**src/hdl/iirhp_pkg.sv**
```systemverilog
// ----------------------------------------------------------------------------
// iirhp_pkg
// Shared types and constants of the high-pass filter core: word widths,
// fixed-point scaling, mode codes, register map and the history record.
// ----------------------------------------------------------------------------
package iirhp_pkg;

    localparam int COEF_FRAC_BITS = 16;
    localparam int HIST_FRAC_BITS = 20;
    localparam int SAMPLE_W       = 16;
    localparam int SAMPLE_FRAC    = 15;
    localparam int HIST_W         = 24;
    localparam int COEF_U_W       = 17;
    localparam int COEF_S_W       = 18;
    localparam int MODE_W         = 2;

    // scale between the sample grid and the history grid
    localparam int HIST_SHIFT = HIST_FRAC_BITS - SAMPLE_FRAC;

    localparam logic [MODE_W-1:0] MODE_BYPASS     = 2'd0;
    localparam logic [MODE_W-1:0] MODE_FIRST      = 2'd1;
    localparam logic [MODE_W-1:0] MODE_SECOND     = 2'd2;
    localparam logic [MODE_W-1:0] MODE_SECOND_ALT = 2'd3;

    localparam int PADDR_W   = 5;
    localparam int REG_IDX_W = 3;
    localparam int PDATA_W   = 32;

    localparam logic [REG_IDX_W-1:0] REG_MODE       = 3'd0;
    localparam logic [REG_IDX_W-1:0] REG_COEF_FIRST = 3'd1;
    localparam logic [REG_IDX_W-1:0] REG_COEF_B0    = 3'd2;
    localparam logic [REG_IDX_W-1:0] REG_COEF_A1    = 3'd3;
    localparam logic [REG_IDX_W-1:0] REG_COEF_A2    = 3'd4;

    localparam logic [COEF_U_W-1:0] COEF_B0_RESET = 17'd65536;

    typedef struct packed {
        logic [MODE_W-1:0]          mode;
        logic [COEF_U_W-1:0]        first;
        logic [COEF_U_W-1:0]        b0;
        logic signed [COEF_S_W-1:0] a1;
        logic signed [COEF_S_W-1:0] a2;
    } coef_t;

    typedef struct packed {
        logic signed [SAMPLE_W-1:0] x1;
        logic signed [SAMPLE_W-1:0] x2;
        logic signed [HIST_W-1:0]   y1;
        logic signed [HIST_W-1:0]   y2;
    } hist_t;

endpackage

```
**src/hdl/iirhp_calc.sv**
```systemverilog
// ----------------------------------------------------------------------------
// iirhp_calc
// One filter step: forms the first- or second-order accumulator, rounds and
// saturates it into the y history, and rounds y back to a Q1.15 sample.
// ----------------------------------------------------------------------------
module iirhp_calc (
    input  iirhp_pkg::coef_t                   coef,
    input  iirhp_pkg::hist_t                   hist,
    input  logic signed [iirhp_pkg::SAMPLE_W-1:0] x,
    output iirhp_pkg::hist_t                   hist_next,
    output logic signed [iirhp_pkg::SAMPLE_W-1:0] sample_next
);
    import iirhp_pkg::*;

    localparam int DX_W   = SAMPLE_W + 1;
    localparam int DXS_W  = DX_W + HIST_SHIFT;
    localparam int S_W    = ((DXS_W > HIST_W) ? DXS_W : HIST_W) + 1;
    localparam int FF_W   = SAMPLE_W + 2;
    localparam int FFS_W  = FF_W + HIST_SHIFT;
    localparam int P1_W   = S_W + COEF_U_W + 1;
    localparam int PB_W   = FFS_W + COEF_U_W + 1;
    localparam int PA_W   = HIST_W + COEF_S_W;
    localparam int PM_W   = (P1_W > PB_W) ? P1_W : PB_W;
    localparam int ACC_W  = ((PM_W > PA_W) ? PM_W : PA_W) + 2;
    localparam int YR_W   = HIST_W + 1;

    logic signed [DX_W-1:0]     dx;
    logic signed [S_W-1:0]      s_sum;
    logic signed [P1_W-1:0]     p_first;
    logic signed [FF_W-1:0]     ff;
    logic signed [FFS_W-1:0]    ff_scaled;
    logic signed [PB_W-1:0]     p_b0;
    logic signed [PA_W-1:0]     p_a1;
    logic signed [PA_W-1:0]     p_a2;
    logic signed [ACC_W-1:0]    acc;
    logic signed [ACC_W-1:0]    acc_rnd;
    logic signed [ACC_W-1:0]    y_wide;
    logic signed [HIST_W-1:0]   y;
    logic signed [YR_W-1:0]     y_rnd;
    logic signed [YR_W-1:0]     o_wide;
    logic signed [SAMPLE_W-1:0] o_sat;

    // first order: a * (y1 + (x - x1) scaled to the history grid)
    assign dx      = DX_W'(x) - DX_W'($signed(hist.x1));
    assign s_sum   = S_W'($signed(hist.y1)) + (S_W'(dx) <<< HIST_SHIFT);
    assign p_first = s_sum * $signed({1'b0, coef.first});

    // second order: b0 * (x - 2*x1 + x2) - a1*y1 - a2*y2
    assign ff        = FF_W'(x) - (FF_W'($signed(hist.x1)) <<< 1) + FF_W'($signed(hist.x2));
    assign ff_scaled = FFS_W'(ff) <<< HIST_SHIFT;
    assign p_b0      = ff_scaled * $signed({1'b0, coef.b0});
    assign p_a1      = $signed(coef.a1) * $signed(hist.y1);
    assign p_a2      = $signed(coef.a2) * $signed(hist.y2);

    always_comb
    begin
        case (coef.mode)
            MODE_FIRST:
            begin
                acc = ACC_W'(p_first);
            end
            default:
            begin
                acc = ACC_W'(p_b0) - ACC_W'(p_a1) - ACC_W'(p_a2);
            end
        endcase
    end

    // round half up, then saturate into the history store
    assign acc_rnd = acc + (ACC_W'(1) <<< (COEF_FRAC_BITS - 1));
    assign y_wide  = acc_rnd >>> COEF_FRAC_BITS;

    always_comb
    begin
        if (y_wide > $signed({{(ACC_W-HIST_W+1){1'b0}}, {(HIST_W-1){1'b1}}}))
        begin
            y = $signed({1'b0, {(HIST_W-1){1'b1}}});
        end
        else if (y_wide < $signed({{(ACC_W-HIST_W+1){1'b1}}, {(HIST_W-1){1'b0}}}))
        begin
            y = $signed({1'b1, {(HIST_W-1){1'b0}}});
        end
        else
        begin
            y = y_wide[HIST_W-1:0];
        end
    end

    assign y_rnd  = YR_W'(y) + (YR_W'(1) <<< (HIST_SHIFT - 1));
    assign o_wide = y_rnd >>> HIST_SHIFT;

    always_comb
    begin
        if (o_wide > $signed({{(YR_W-SAMPLE_W+1){1'b0}}, {(SAMPLE_W-1){1'b1}}}))
        begin
            o_sat = $signed({1'b0, {(SAMPLE_W-1){1'b1}}});
        end
        else if (o_wide < $signed({{(YR_W-SAMPLE_W+1){1'b1}}, {(SAMPLE_W-1){1'b0}}}))
        begin
            o_sat = $signed({1'b1, {(SAMPLE_W-1){1'b0}}});
        end
        else
        begin
            o_sat = o_wide[SAMPLE_W-1:0];
        end
    end

    always_comb
    begin
        hist_next   = hist;
        sample_next = o_sat;
        case (coef.mode)
            MODE_BYPASS:
            begin
                sample_next = x;
            end
            MODE_FIRST:
            begin
                hist_next.x1 = x;
                hist_next.y1 = y;
            end
            default:
            begin
                hist_next.x2 = hist.x1;
                hist_next.x1 = x;
                hist_next.y2 = hist.y1;
                hist_next.y1 = y;
            end
        endcase
    end

endmodule

```
**config.mk**
```make
export PLATFORM = sky130hd
export DESIGN_NAME = iirhp_calc
export DESIGN_NICKNAME = d
export VERILOG_FILES = /design/src/hdl/iirhp_pkg.sv /design/src/hdl/iirhp_calc.sv
export SDC_FILE = /design/constraint.sdc
export NUM_CORES = 2
export LEC_CHECK = 0
export BUFFER_PORTS_ARGS = -buffer_cell sky130_fd_sc_hd__buf_2
export CAP_MARGIN = 20
export CORE_UTILIZATION = 60
export DETAILED_ROUTE_END_ITERATION = 10
export GPL_TIMING_DRIVEN = 0
export PLACE_DENSITY = 0.91
export SLEW_MARGIN = 20
export SYNTH_ARGS = -nofsm -noshare
export SYNTH_HDL_FRONTEND = slang
export SYNTH_SLANG_ARGS = --single-unit
export TNS_END_PERCENT = 10
```
**constraint.sdc**
```tcl
create_clock -name vclk -period 22.8
set_clock_uncertainty 0.15 [all_clocks]
set_input_delay 2.28 -clock vclk [all_inputs]
set_output_delay 2.28 -clock vclk [all_outputs]
set_load 0.02 [all_outputs]
```
; Word-level counts from Yosys, hierarchy flattened
; Cells that the tools add are included.
; W data, S select, Z words.
[totals]
n_memories = 0
latch_bits = 0
input_bits = 168
ramBits = 0
out_inout_bits = 96
reg_bits = 0
romBits = 0
[classes]
n_bitwise = 0
shift = 0
muxes = 10
reduce_logical = 2
n_mul = 4
add_sub_neg = 8
magnitude_cmp = 4
div = 0
n_eq_ne = 1
[ops]
columns = operator, n
row1 = $mux W24, 4
row2 = $mul A18 B24 Y42, 2
row3 = $mux W16, 5
row4 = $add A45 B17 Y45 const B, 1
row5 = $mux W45, 1
row6 = $sub A43 B42 Y44, 1
row7 = $mul A25 B18 Y43, 1
row8 = $sub A41 B42 Y43, 1
row9 = $mul A18 B18 Y36, 1
row10 = $gt A29 B24 Y1 const B, 1
row11 = $lt A29 B24 Y1 const B, 1
row12 = $add A24 B22 Y25, 1
row13 = $add A24 B6 Y25 const B, 1
row14 = $gt A20 B16 Y1 const B, 1
row15 = $lt A20 B16 Y1 const B, 1
row16 = $add A18 B16 Y18, 1
row17 = $sub A16 B17 Y18, 1
row18 = $sub A16 B16 Y17, 1
row19 = $eq A2 B1 Y1 const B, 1
row20 = $logic_not A2 Y1, 1
row21 = $reduce_or A2 Y1, 1

; Depth between registers and ports, before layout
[logic_depth]
word_depth = 15
depth_mapped = 82
ltp_nobuf = 76

; Least setup slack after synthesis
; No wires, ideal clock.
[synth_timing]
path_kind = input to output
start = in hist[50] (netlist bit)
end = out sample_next[13] (netlist bit)
t_required_ns = 20.370
path_slack_ns = 0.859
path_stages = 77
arrival_ns = 19.511
n_path_buf = 6
cell_sequence = inv_1 -> fa_1 -> inv_1 -> ha_1 -> a21oi_1 -> o21ai_0 -> a21oi_1 -> o21ai_0 -> a21oi_1 -> o21ai_0 -> a21oi_1 -> o21ai_0 -> a21oi_1 -> o21ai_0 -> a21oi_1 -> o21bai_1 -> a21oi_1 -> nor2_1 -> [41 not listed] -> and3_1 -> o2111ai_1 -> a21oi_2 -> or2_1 -> buf_2 -> clkbuf_1 -> nand2_1 -> nand2_1 -> ha_1 -> buf_2 -> inv_1 -> nor2_1 -> nand4_1 -> a21boi_4 -> o211ai_4 -> buf_6 -> a222oi_1 -> a2bb2oi_1
[synth_between]
elab_chain_len = 14
word_cells_on_any_way = 16
cone_classes = add/sub: 5 / mul: 1 / order compare: 4 / mux: 6
[synth_lines]
columns = element, line
row1 = "start, declared", iirhp_calc.sv:8  ; input iirhp_pkg::hist_t hist,
row2 = $add A18 B16 Y18 *, iirhp_calc.sv:49  ; assign ff = FF_W'(x) - (FF_W'($signed(hist.x1)) <<< 1) + FF_W'($signed(hist.x2));
row3 = $mul A18 B18 Y36 *, iirhp_calc.sv:51  ; assign p_b0 = ff_scaled * $signed({1'b0, coef.b0});
row4 = $sub A41 B42 Y43 *, iirhp_calc.sv:64  ; acc = ACC_W'(p_b0) - ACC_W'(p_a1) - ACC_W'(p_a2);
row5 = $sub A43 B42 Y44 *, iirhp_calc.sv:64
row6 = $mux W45 *, iirhp_calc.sv:57  ; case (coef.mode)
row7 = $add A45 B17 Y45 *, iirhp_calc.sv:70  ; assign acc_rnd = acc + (ACC_W'(1) <<< (COEF_FRAC_BITS - 1));
row8 = $lt A29 B24 Y1, iirhp_calc.sv:79  ; else if (y_wide < $signed({{(ACC_W-HIST_W+1){1'b1}}, {(HIST_W-1){1'b0}}}))
row9 = $mux W24, iirhp_calc.sv:79
row10 = $mux W24 *, iirhp_calc.sv:75  ; if (y_wide > $signed({{(ACC_W-HIST_W+1){1'b0}}, {(HIST_W-1){1'b1}}}))
row11 = $add A24 B6 Y25 *, iirhp_calc.sv:89  ; assign y_rnd = YR_W'(y) + (YR_W'(1) <<< (HIST_SHIFT - 1));
row12 = $lt A20 B16 Y1, iirhp_calc.sv:98  ; else if (o_wide < $signed({{(YR_W-SAMPLE_W+1){1'b1}}, {(SAMPLE_W-1){1'b0}}}))
row13 = $mux W16, iirhp_calc.sv:98
row14 = $mux W16 *, iirhp_calc.sv:94  ; if (o_wide > $signed({{(YR_W-SAMPLE_W+1){1'b0}}, {(SAMPLE_W-1){1'b1}}}))
row15 = $mux W16 *, iirhp_calc.sv:112  ; case (coef.mode)
row16 = "end, declared", iirhp_calc.sv:11  ; output logic signed [iirhp_pkg::SAMPLE_W-1:0] sample_next
; Mark *: on every way between the ends. The rest lies on a longest branch, timed or not.

; Worst setup path after layout
; Same ends and word-level chain as after synthesis.

==> summary.txt <==
post-layout util -> 0.6485
Unique masters post-synth -> 103
ratio of cells with drive above 1 in the final layout -> 0.07131
drt total wl -> 213700 um
chip width -> 332.0 um
Core Rows -> 120
initial DRC count -> 5424
worst slack at placement -> -3.456 ns
yosys warns -> 0
area grow syn2layout -> 6.674%
Max stage delay on crit path -> 0.61 ns
Final #Nets -> 9869
fin crit share -> 0.9999
drt via density -> 5.969
clock buffers -> 0
sequential area share after synthesis -> 0
Hold Violations, Final -> 0
routability congestion estimate -> 1.053
WHS Endpoint -> hist_next[59]
Cells after DPL -> 8824
Final WS setup -> 0.002476 ns
top post-synthesis cells by area -> fa_1, inv_1, ha_1
number of global-route vias before repair -> 57550
Via Count -> 53074
Setup Viol. Count Final -> 0
hpwl dp -> 184600 um
antenna viol nets, final -> 0
CP endpoint kind -> output pin
Total Routing Usage GR -> 0.3949
worst rel slew slack -> 0.1804
top-area cell type share of the netlist area -> 0.5355
CP most frequent cell -> fa_1
port bufs -> 230
Largest delay share family, worst path -> adder cells
Finished Layout Cells -> 8891
worst hold start -> hist[75]
Hold Path Class -> in -> out
Cells after Synth -> 7187
max-slew violation count -> 0
FF+latch count -> 0
Critical path buffers and inverters -> 21
arrival time worst endpoint -> 20.37 ns
post-synth top area cell -> fa_1
Syn Area/Cell -> 9.093 um^2
Req. time, crit path -> 20.37 ns
DRT Pass-1 Iters -> 8
syn_nets -> 9580
first-pass GRT wire length -> 327500 um
critical path class -> in -> out
hold path cells -> 4
largest net degree at the start of global routing -> 19
register area -> 0 um^2
Die ar. -> 110200 um^2
startpoint types -> input pin
chip height -> 332.0 um
RSZ-0062 raised after global routing -> true
f_max -> 43.86 MHz
core region area -> 107500 um^2
initial antenna violation count -> 21
Max FO, Critical Path -> 10
Overflow after GRT -> 0
# hold bufs at CTS -> 0
status -> completed
Slowest-stage cell, CP -> fa_2
Max Cap Viol -> 0
most frequent cell after synthesis -> fa_1
Initial Util -> 0.6079
Slew @ Worst Pin -> 1.229 ns
DRC violations left -> 0
io pins -> 264
Post-synth top cells -> fa_1, inv_1, nand2_1
drt wl/cell -> 24.04 um
synthesized cell area -> 65350 um^2
post-route minimum period -> 22.80 ns
## per-stage QoR
step | setup TNS, ns | instance area [um^2] | hold slack [ns]
after floorplan | 0 | 65350 | 4.589
after global placement | -120.85 | 68260 | 4.774
after detailed placement | -87.17 | 68390 | 4.778
after CTS | 0 | 69120 | 4.779
after global routing | -3.010 | 69690 | 4.791
final | 0 | 69710 | 4.777
## final cells by class
type                       instances  area [um^2]
antenna                           14        35.03
tap                             1403         1755
multi-input combinational       5137        58410
inverter                        1720         6460
buffer                           325         1405
timing repair buffer             292         1644
fill                            8450        37790
## kinds of logic (layout without fill, tap and decap cells)
family / Yosys count / count (layout) / share of synthesized area
xor gates and xnor gates: 173 / 173 / 0.02353
AOI/OAI and AO/OA: 548 / 548 / 0.05633
adders and majority gates: 2225 / 2225 / 0.6268
buffers and inverters: 2050 / 2337 / 0.1184
muxes: 51 / 51 / 0.008501
and+or+nand+nor: 2140 / 2140 / 0.1664
other: 0 / 14 / 0
## per-layer routing
metal | GRT usage | vias up | wire length [um]
li1 | - | 21728 | -
met1 | 0.4880 | 26761 | 72670
met2 | 0.6132 | 3543 | 95840
met3 | 0.09668 | 1030 | 25850
met4 | 0.2740 | 12 | 19310
met5 | 0 | - | 75
## what timing repair did
| action | 4_1_cts | 5_1_grt |
|---|---|---|
| gates resized for setup | 137 | 95 |
| pin swaps | 47 | 85 |
| setup buffers | 25 | 32 |
| endpoints found under the setup margin | 40 | 18 |
| hold endpoints to repair | 0 | 0 |
| gates cloned | 1 | 1 |
## worst max path at each step
| stage | to | startpoint | slack, ns | cells past startpoint |
|---|---|---|---|---|
| floorplan | sample_next[13] | hist[50] | 0.86 | 77 |
| global placement | sample_next[13] | hist[50] | -4.30 | 79 |
| detailed placement | sample_next[13] | hist[50] | -3.46 | 79 |
| CTS | sample_next[13] | hist[50] | 0.003 | 78 |
| global route | sample_next[13] | hist[50] | -0.34 | 79 |
| finish | sample_next[13] | hist[50] | 0.002 | 79 |
## layout by cell type (no fill, tap or decap), types with 22 or more instances in the layout
master and count:
nand2b_1 40, buf_4 60, and2_1 797, a31oi_1 24, xor2_1 40, mux2_2 36
inv_1 1711, nor3_1 32, fa_1 1741, xnor2_1 118, a211oi_1 22, nand4_1 26
clkbuf_1 286, nand2_1 881, a21oi_1 125, ha_1 462, nor2_1 133, nor2b_1 81
nand3_1 40, buf_2 238, a21o_1 47, o21ai_0 99
